File: src/rtl/core/cdst_pkg.sv
// shared types and constants for the deferred send table
package cdst_pkg;

	localparam int TABLE_DEPTH = 16;
	localparam int IDX_W = $clog2(TABLE_DEPTH);
	localparam int CNT_W = $clog2(TABLE_DEPTH + 1);
	localparam logic [7:0] GAIN_RESET = 8'd75;
	localparam logic [15:0] COOL_MAX = 16'hffff;
	localparam int RAD_W = 40;
	localparam int ROOT_W = 20;
	localparam int ROOT_STEPS = 20;

	typedef enum logic [1:0] {
		CMD_DISPATCH = 2'd0,
		CMD_TICK     = 2'd1,
		CMD_REMOVE   = 2'd2,
		CMD_NONE     = 2'd3
	} cmd_t;

	typedef struct packed {
		logic [1:0]  cmd;
		logic        source_valid;
		logic [15:0] source_id;
		logic [31:0] packet_handle;
		logic [23:0] distance;
		logic [31:0] now_ms;
	} in_item_t;

	typedef struct packed {
		logic [31:0] sent_packet;
		logic [15:0] sent_source;
		logic        last;
	} out_item_t;

	typedef enum logic [3:0] {
		ST_IDLE,
		ST_MUL1,
		ST_MUL2,
		ST_ROOT,
		ST_COOL,
		ST_SEARCH,
		ST_PLACE,
		ST_DIRECT,
		ST_FLUSH,
		ST_REMOVE,
		ST_EMIT_WAIT
	} state_t;

	// controller to datapath
	typedef struct packed {
		logic load;
		logic mul1;
		logic mul2;
		logic root_step;
		logic cool;
		logic place_hit;
		logic place_append;
		logic emit_direct;
		logic scan_reset;
		logic scan_next;
		logic drop_cur;
		logic emit_cur;
		logic emit_last;
	} ctl_t;

	// datapath to controller
	typedef struct packed {
		logic [1:0] cmd;
		logic       source_valid;
		logic       scan_done;
		logic       cur_match;
		logic       cur_expired;
		logic       full;
		logic       out_busy;
		logic       pending;
	} sts_t;

endpackage

File: src/rtl/core/cdst_datapath.sv
// table storage, delay arithmetic, scan pointer and output register
module cdst_datapath (
	input  logic              clk,
	input  logic              arst_n,
	input  cdst_pkg::in_item_t in_item,
	input  logic [7:0]        gain,
	input  cdst_pkg::ctl_t    ctl,
	output cdst_pkg::sts_t    sts,
	output logic              out_valid,
	output cdst_pkg::out_item_t out_item,
	input  logic              out_stall
);
	import cdst_pkg::*;

	in_item_t item_q;
	logic [15:0] src_q [TABLE_DEPTH];
	logic [31:0] pkt_q [TABLE_DEPTH];
	logic [31:0] dl_q [TABLE_DEPTH];
	logic [CNT_W-1:0] used_q;
	logic [CNT_W-1:0] ptr_q;
	logic [15:0] gg_q;
	logic [RAD_W-1:0] rad_q;
	logic [RAD_W-1:0] rem_q;
	logic [ROOT_W-1:0] root_q;
	logic [31:0] dl_new_q;
	logic out_valid_q;
	out_item_t out_q;
	out_item_t stg_q;
	logic pend_q;

	logic [IDX_W-1:0] cur;
	logic [RAD_W+1:0] trial;
	logic [RAD_W-1:0] nrem;
	logic [1:0] pair;
	logic [15:0] s;
	logic [31:0] age;
	logic [16:0] coolw;
	logic emit_any;
	out_item_t new_beat;

	assign cur = ptr_q[IDX_W-1:0];
	// restoring square root, one result bit per step
	assign pair = rad_q[RAD_W-1 -: 2];
	assign trial = {rem_q, pair} - {{(RAD_W-ROOT_W){1'b0}}, root_q, 2'b01};
	assign nrem = trial[RAD_W+1] ? {rem_q[RAD_W-3:0], pair} : trial[RAD_W-1:0];
	assign s = root_q[ROOT_W-1:4];
	assign coolw = ({1'b0, s} > {9'd0, gain}) ? {1'b0, s} - {9'd0, gain} : 17'd0;
	assign age = item_q.now_ms - dl_q[cur];

	assign sts.cmd = item_q.cmd;
	assign sts.source_valid = item_q.source_valid;
	assign sts.scan_done = ptr_q >= used_q;
	assign sts.cur_match = src_q[cur] == item_q.source_id;
	assign sts.cur_expired = !age[31];
	assign sts.full = used_q == CNT_W'(TABLE_DEPTH);
	assign sts.out_busy = out_valid_q && out_stall;
	assign sts.pending = pend_q;

	assign emit_any = ctl.emit_direct || ctl.emit_cur;

	always_comb begin
		if (ctl.emit_direct)
			new_beat = '{item_q.packet_handle,
				item_q.source_valid ? item_q.source_id : 16'd0, 1'b0};
		else
			new_beat = '{pkt_q[cur], src_q[cur], 1'b0};
	end

	always_ff @(posedge clk) begin
		if (ctl.load) item_q <= in_item;
		if (ctl.mul1) gg_q <= gain * gain;
		if (ctl.mul2) begin
			rad_q <= gg_q * item_q.distance;
			rem_q <= '0;
			root_q <= '0;
		end
		if (ctl.root_step) begin
			rad_q <= rad_q << 2;
			rem_q <= nrem;
			root_q <= {root_q[ROOT_W-2:0], ~trial[RAD_W+1]};
		end
		if (ctl.cool)
			dl_new_q <= item_q.now_ms + (coolw[16] ? 32'(COOL_MAX) : 32'(coolw[15:0]));
		if (ctl.place_hit) begin
			pkt_q[cur] <= item_q.packet_handle;
			dl_q[cur] <= dl_new_q;
		end
		if (ctl.place_append) begin
			src_q[used_q[IDX_W-1:0]] <= item_q.source_id;
			pkt_q[used_q[IDX_W-1:0]] <= item_q.packet_handle;
			dl_q[used_q[IDX_W-1:0]] <= dl_new_q;
		end
		// close up behind the dropped entry
		if (ctl.drop_cur) begin
			for (int j = 0; j < TABLE_DEPTH - 1; j++) begin
				if (IDX_W'(j) >= cur) begin
					src_q[j] <= src_q[j+1];
					pkt_q[j] <= pkt_q[j+1];
					dl_q[j] <= dl_q[j+1];
				end
			end
		end
		// newest beat waits in the stage until it is known whether it is the final one
		if (emit_any) stg_q <= new_beat;
		if (emit_any && pend_q) out_q <= stg_q;
		else if (ctl.emit_last) out_q <= '{stg_q.sent_packet, stg_q.sent_source, 1'b1};
	end

	always_ff @(posedge clk or negedge arst_n) begin
		if (!arst_n) begin
			used_q <= '0;
			ptr_q <= '0;
			out_valid_q <= 1'b0;
			pend_q <= 1'b0;
		end else begin
			if (ctl.place_append) used_q <= used_q + 1'b1;
			else if (ctl.drop_cur) used_q <= used_q - 1'b1;
			if (ctl.scan_reset) ptr_q <= '0;
			else if (ctl.scan_next) ptr_q <= ptr_q + 1'b1;
			if ((emit_any && pend_q) || ctl.emit_last) out_valid_q <= 1'b1;
			else if (!out_stall) out_valid_q <= 1'b0;
			if (emit_any) pend_q <= 1'b1;
			else if (ctl.emit_last) pend_q <= 1'b0;
		end
	end

	assign out_valid = out_valid_q;
	assign out_item = out_q;
endmodule

File: src/rtl/core/cdst_ctrl.sv
// sequencer: delay computation, table search, flush and remove passes
module cdst_ctrl (
	input  logic           clk,
	input  logic           arst_n,
	input  logic           in_valid,
	output logic           in_stall,
	input  cdst_pkg::sts_t sts,
	output cdst_pkg::ctl_t ctl,
	output logic           busy
);
	import cdst_pkg::*;

	state_t state_q, state_d;
	logic [4:0] cnt_q, cnt_d;

	always_ff @(posedge clk or negedge arst_n) begin
		if (!arst_n) begin
			state_q <= ST_IDLE;
			cnt_q <= '0;
		end else begin
			state_q <= state_d;
			cnt_q <= cnt_d;
		end
	end

	always_comb begin
		state_d = state_q;
		cnt_d = cnt_q;
		ctl = '0;
		in_stall = 1'b1;
		busy = 1'b1;
		unique case (state_q)
			ST_IDLE: begin
				busy = 1'b0;
				in_stall = 1'b0;
				if (in_valid) begin
					ctl.load = 1'b1;
					state_d = ST_MUL1;
				end
			end
			ST_MUL1: begin
				ctl.scan_reset = 1'b1;
				unique case (cmd_t'(sts.cmd))
					CMD_DISPATCH: begin
						if (sts.source_valid) begin
							ctl.mul1 = 1'b1;
							state_d = ST_MUL2;
						end else state_d = ST_DIRECT;
					end
					CMD_TICK: state_d = ST_FLUSH;
					CMD_REMOVE: state_d = ST_REMOVE;
					default: state_d = ST_IDLE;
				endcase
			end
			ST_MUL2: begin
				ctl.mul2 = 1'b1;
				cnt_d = '0;
				state_d = ST_ROOT;
			end
			ST_ROOT: begin
				ctl.root_step = 1'b1;
				cnt_d = cnt_q + 5'd1;
				if (cnt_q == 5'(ROOT_STEPS - 1)) state_d = ST_COOL;
			end
			ST_COOL: begin
				ctl.cool = 1'b1;
				state_d = ST_SEARCH;
			end
			ST_SEARCH: begin
				if (sts.scan_done) begin
					if (sts.full) state_d = ST_DIRECT;
					else begin
						ctl.place_append = 1'b1;
						ctl.scan_reset = 1'b1;
						state_d = ST_FLUSH;
					end
				end else if (sts.cur_match) begin
					ctl.place_hit = 1'b1;
					ctl.scan_reset = 1'b1;
					state_d = ST_FLUSH;
				end else ctl.scan_next = 1'b1;
			end
			ST_DIRECT: begin
				if (!sts.out_busy) begin
					ctl.emit_direct = 1'b1;
					ctl.scan_reset = 1'b1;
					state_d = ST_FLUSH;
				end
			end
			ST_FLUSH: begin
				if (sts.scan_done) state_d = ST_EMIT_WAIT;
				else if (sts.cur_expired) begin
					if (!sts.out_busy) begin
						ctl.emit_cur = 1'b1;
						ctl.drop_cur = 1'b1;
					end
				end else ctl.scan_next = 1'b1;
			end
			ST_REMOVE: begin
				if (sts.scan_done) state_d = ST_IDLE;
				else if (sts.cur_match) ctl.drop_cur = 1'b1;
				else ctl.scan_next = 1'b1;
			end
			ST_EMIT_WAIT: begin
				// release the staged final beat with last set
				if (!sts.pending) state_d = ST_IDLE;
				else if (!sts.out_busy) begin
					ctl.emit_last = 1'b1;
					state_d = ST_IDLE;
				end
			end
			default: state_d = ST_IDLE;
		endcase
	end
endmodule

File: src/rtl/core/coalescing_deferred_send_table.sv
// top level of the coalescing deferred send table
// Input channel in_valid/in_stall carries one command beat (dispatch, tick,
// remove). Output channel out_valid/out_stall carries sent packets; the final
// beat of a command has last set. Config channel cfg_valid/cfg_ready writes
// delay_gain, taken only while the block is idle.
// One command is worked at a time; in_stall stays high from acceptance until
// the controller is idle again. A dispatch with a source runs the two
// multiplies, the 20-step square root and the deadline add, then searches
// the table for its source, flushes expired entries and releases the final
// beat. A dispatch without a source, or with no match and the table full,
// sends its packet directly and then flushes; a tick only flushes; a remove
// only drops the entries of its source.
// The table is searched and flushed through a single scan pointer.
// Each beat is staged until the next one is produced or the command ends, so
// the final beat can carry last; the output register then holds it while
// out_stall is high, and the flush waits on the current entry meanwhile.
// A command that sends nothing gives no beat.
// Reset empties the table and sets the gain to 75.
module coalescing_deferred_send_table (
	input  logic                clk,
	input  logic                arst_n,
	input  logic                in_valid,
	output logic                in_stall,
	input  cdst_pkg::in_item_t  in_item,
	output logic                out_valid,
	input  logic                out_stall,
	output cdst_pkg::out_item_t out_item,
	input  logic                cfg_valid,
	output logic                cfg_ready,
	input  logic [7:0]          cfg_data
);
	import cdst_pkg::*;

	ctl_t ctl;
	sts_t sts;
	logic busy;
	logic [7:0] gain_q;

	always_ff @(posedge clk or negedge arst_n) begin
		if (!arst_n) gain_q <= GAIN_RESET;
		else if (cfg_valid && cfg_ready) gain_q <= cfg_data;
	end

	assign cfg_ready = !busy;

	cdst_ctrl u_ctrl (
		.clk(clk), .arst_n(arst_n), .in_valid(in_valid), .in_stall(in_stall),
		.sts(sts), .ctl(ctl), .busy(busy)
	);

	cdst_datapath u_dp (
		.clk(clk), .arst_n(arst_n), .in_item(in_item), .gain(gain_q),
		.ctl(ctl), .sts(sts), .out_valid(out_valid), .out_item(out_item),
		.out_stall(out_stall)
	);

	assert property (@(posedge clk) disable iff (!arst_n) out_valid |-> !in_stall || busy)
		else $error("beat outside a command");
	assert property (@(posedge clk) disable iff (!arst_n)
		(cfg_valid && cfg_ready) |-> !busy) else $error("config while busy");
	assert property (@(posedge clk) disable iff (!arst_n)
		(out_valid && out_stall) |=> out_valid) else $error("stalled beat lost");
	assert property (@(posedge clk) disable iff (!arst_n)
		(out_valid && out_stall) |=> $stable(out_item)) else $error("stalled beat changed");
endmodule
File: config.mk
export PLATFORM = sky130hd
export DESIGN_NAME = coalescing_deferred_send_table
export DESIGN_NICKNAME = d
export VERILOG_FILES = /design/src/rtl/core/cdst_pkg.sv /design/src/rtl/core/cdst_datapath.sv /design/src/rtl/core/cdst_ctrl.sv /design/src/rtl/core/coalescing_deferred_send_table.sv
export SDC_FILE = /design/constraint.sdc
export NUM_CORES = 2
export LEC_CHECK = 0
export BUFFER_PORTS_ARGS = -buffer_cell sky130_fd_sc_hd__buf_4
export CAP_MARGIN = 20
export CELL_PAD_IN_SITES_DETAIL_PLACEMENT = 2
export CELL_PAD_IN_SITES_GLOBAL_PLACEMENT = 2
export CORE_ASPECT_RATIO = 1.75
export CORE_MARGIN = 4
export CORE_UTILIZATION = 47
export DETAILED_ROUTE_END_ITERATION = 6
export GPL_ROUTABILITY_DRIVEN = 0
export PLACE_DENSITY = 0.8
export SYNTH_ARGS = -nofsm -noshare
export SYNTH_HDL_FRONTEND = slang
export SYNTH_SLANG_ARGS = --single-unit
File: constraint.sdc
create_clock -name clk -period 10.07 [get_ports clk]
set_input_delay 0.5035 -clock clk [delete_from_list [all_inputs] [get_ports clk]]
set_output_delay 0.5035 -clock clk [all_outputs]
set_load 0.05 [all_outputs]
==> results.md <==
- For this run, the leading register cell type out of synthesis is sky130_fd_sc_hd__edfxtp_1.
- After synthesis, the share of flip-flops with an asynchronous set or reset is 1.75%.
- The chip height is 603 um.
- Setup repair after global routing left no endpoint under its margin.
- The final worst clock skew is 0.0575 ns.
- The most critical setup path has its startpoint at u_dp.ptr_q[1].
- The cell family contributing the most delay on the critical path is buffers and inverters.
- The wire length of the first global-routing pass is 491000 um.
- The worst setup path is of the flop to flop kind.
- The number of hold buffers added after CTS was 117.
- The final global-route overflow total is 0.
- The detailed router placed 61907 vias in this run.
- The required time of the critical path is 10.65 ns.
- For this configuration, the core starts out at a cell density of 47.2%.
- The number of max-slew violations in the final report is 0.
- Yosys attributes the largest share of cell area to sky130_fd_sc_hd__edfxtp_1, sky130_fd_sc_hd__mux2_2, sky130_fd_sc_hd__fa_1.
- After legalization and detailed placement, the total HPWL measured 214000 um.
- The type of the most critical hold path is primary input to asynchronous set/reset pin.
- On the critical path, the stage with the largest delay is an instance of sky130_fd_sc_hd__buf_4.
- Fill cells in the final layout number 18316.
- In this run the biggest area consumer among cell types represents 51.5% of the synthesized area.
- The pre-CTS setup slack is 1.67 ns.
- The final layout contains 7539 nets.
- Across the run, the number of max-cap violations was 0.
- The proportion of layout cells with a drive suffix above 1 is 29.7%.
- In the finished design, the share of the clock period the worst path needs comes to 87.3%.
- The mapped cell area is 94900 um2.
- The number of storage elements in the synthesis netlist is 1660.
- The initial antenna violation count is 15.
- In this run the remaining antenna-violating nets after routing total 0.
- The number of input and output port buffers inserted is 171.
- The final layout contains routed wiring with a total length of 337000 um.
- The synthesis warning total is 0.
- The worst setup path is captured at a flop.
- The number of search-and-repair iterations in the first detailed-routing pass is 5.
- The number of buffer and inverter stages on the critical path is 5.
- The number of global-route vias before repair is 70626.
- Clock tree synthesis inserted a total of 171 buffers.
- The average cell area after synthesis is 14.2 um2.
- The transition time of the tightest slew-check pin is 1.23 ns.
- The highest clock frequency the design can meet is 114 MHz.
- The biggest area contributor in the post-synthesis netlist is sky130_fd_sc_hd__edfxtp_1.
- Traced cell by cell, the critical path runs through clkinv_1 -> nand2_4 -> buf_4 -> o221ai_1 -> o221ai_1 -> ha_1 -> a211o_1 -> o211ai_1 -> a21oi_1 -> o41a_1 -> a31oi_1 -> nand3b_1 -> xnor2_1 -> a32o_2 -> buf_4 -> o211ai_1 -> buf_4 -> buf_4 -> mux2_2.
- The average wire per standard cell is 35.0 um.
- In this design, the stage delay of the slowest critical-path cell is 0.97 ns.
- The worst relative slew slack is 18.2%.
- The number of different library cells used by synthesis comes to 82.
- The clock passes through at most 4 buffers.
- The critical-path maximum fanout is 48.
- The placeable core region is 201000 um2.
- The largest net degree at the start of global routing is 106.
- At the later pin of the worst-skew pair, clock insertion delay measures 0.86 ns.
- The final setup slack of the worst path is 1.28 ns.
- The run finished with clean final reports.
- Subtracting the final worst setup slack from the clock period gives 8.79 ns.
- Dividing the detail-routed via count by the number of cells gives 6.43.
- The DRC violations left is 0.
- Summing all multi-input logic gate instances after layout gives 41700 um2.
- The H-tree was split into 4 levels.
- The cell at the root of the clock tree is sky130_fd_sc_hd__clkbuf_16.
- The number of placement rows is 218.
- The number of gates resized after CTS is 0.
- The post-synthesis to final-layout area growth is 11.3%.
- The die covers 210000 um2.
- The CTS tree is done.
- The number of setup violations in the final report is 0.
- The flop-to-flop setup slack is 1.28 ns.
- The global router's overall resource usage is 31.7%.
- The startpoint identified for the worst register-to-register timing path is u_dp.ptr_q[1].
- The count of boundary I/O pins is 172.
- Counting every instance in the synthesized netlist gives 6696.
- For this block, the initial DRC count from the detailed router was 4940.
- The net count after synthesis is 7375.
- The register area share after synthesis is 52.3%.
- The most frequent cell on the critical path is sky130_fd_sc_hd__buf_4.
- The clock drives 1660 sinks.
- STA classifies the critical path startpoint as a flop.
- The sum of negative setup slack is 0 ns.
- The number of post-CTS setup repair buffers is 0.
- The final count of hold timing violations is 0.
- The number of enable-type register cells in the synthesized netlist is 1629.
- Registers take 49700 um2.
- The horizontal die dimension is 348 um.
- The clock transition at the registers of the reported paths is 0.07 ns.
- STA puts the critical path data arrival time at 9.37 ns.
## cells in the mapped netlist (153+ instances only)
master                        n
sky130_fd_sc_hd__mux2i_1    250
sky130_fd_sc_hd__mux2_2    1234
sky130_fd_sc_hd__and2_1     201
sky130_fd_sc_hd__inv_1      481
sky130_fd_sc_hd__mux4_2     213
sky130_fd_sc_hd__edfxtp_1  1629
sky130_fd_sc_hd__ha_1       247
sky130_fd_sc_hd__nor2_1     192
sky130_fd_sc_hd__fa_1       312
sky130_fd_sc_hd__clkbuf_1   268
sky130_fd_sc_hd__nand2_1    409
sky130_fd_sc_hd__a21oi_1    153
## per-stage QoR
| step | hold WS [ns] | util [%] | cells | instance area, um2 |
|---|---|---|---|---|
| detailed placement | 0.407 | 49.2 | 9204 | 99100 |
| finish | 0.237 | 52.5 | 9624 | 106000 |
| CTS | 0.156 | 52.4 | 9614 | 105000 |
| global route | 0.234 | 52.5 | 9621 | 106000 |
| global placement | 0.402 | 49.2 | 9198 | 99000 |
| floorplan | 0.208 | - | 6696 | 94900 |
## logic make-up after synthesis
logic type | after synthesis | synth area share, %
AO/OA/AOI/OAI | 683 | 4.85
XOR/XNOR | 134 | 1.24
adder cells (fa/ha/maj) | 559 | 9.83
buffers and inverters | 925 | 4.17
flip-flops | 1660 | 52.3
multiplexers | 1703 | 22.4
other | 2 | 0.00791
AND/OR/NAND/NOR | 1030 | 5.17
## flip-flops by register name, indices dropped and copies added, names as in the netlist, 32 cells and up
name,count
u_dp.dl_new_q,32
u_dp.rem_q,40
u_dp.src_q,256
u_dp.stg_q,48
u_dp.dl_q,512
u_dp.rad_q,40
u_dp.out_item,49
u_dp.item_q,104
u_dp.pkt_q,512
## layout make-up
type | count | share of cell area [%]
antenna | 4 | 0.00948
clock buffer | 209 | 4.25
clock inverter | 84 | 0.685
inverter | 483 | 1.73
multi-input combinational | 4111 | 39.5
sequential | 1660 | 47.1
tap | 2640 | 3.13
timing repair buffer | 433 | 3.66
## routing by layer
layer | track usage [%] | up-vias | wire [um]
li1 | - | 25149 | -
met2 | 58.5 | 2606 | 178000
met5 | 0 | - | 103
met1 | 35.2 | 33044 | 119000
met3 | 4.35 | 1092 | 18400
met4 | 17.1 | 16 | 21100
## cells in the final DEF (no fill, tap or decap), drive strengths merged, types with 17 or more instances in the layout
master       count
o221ai         124
o22ai           24
a21oi          153
o22a            17
a22o            19
dlygate4sd3    117
fa             312
o21ai          149
nor3            30
nor2b           21
nor2           192
edfxtp        1629
nand3           61
xor2            38
nand2          413
nor4            18
a31oi           26
ha             247
mux2i          250
dfrtp           25
clkbuf         209
a21o            51
xnor2           96
inv            487
mux4           213
clkinv          63
and2           202
nand2b          25
buf            316
mux2          1240
## final timing paths
| kind | endpoint | depth (start not counted) |
|---|---|---|
| max | u_dp.pkt_q[6][14] | 19 |
| min | gain_q[5] | 2 |
| max reg2reg | u_dp.pkt_q[6][14] | 19 |
| min reg2reg | u_dp.out_item[38] | 0 |
| max in group asynchronous | u_ctrl.state_q[0] | 2 |
| min in group clk | u_dp.item_q[55] | 2 |
Power is not shown: default switching activity piles up to over one toggle a cycle in this logic, so the estimate is an artifact.
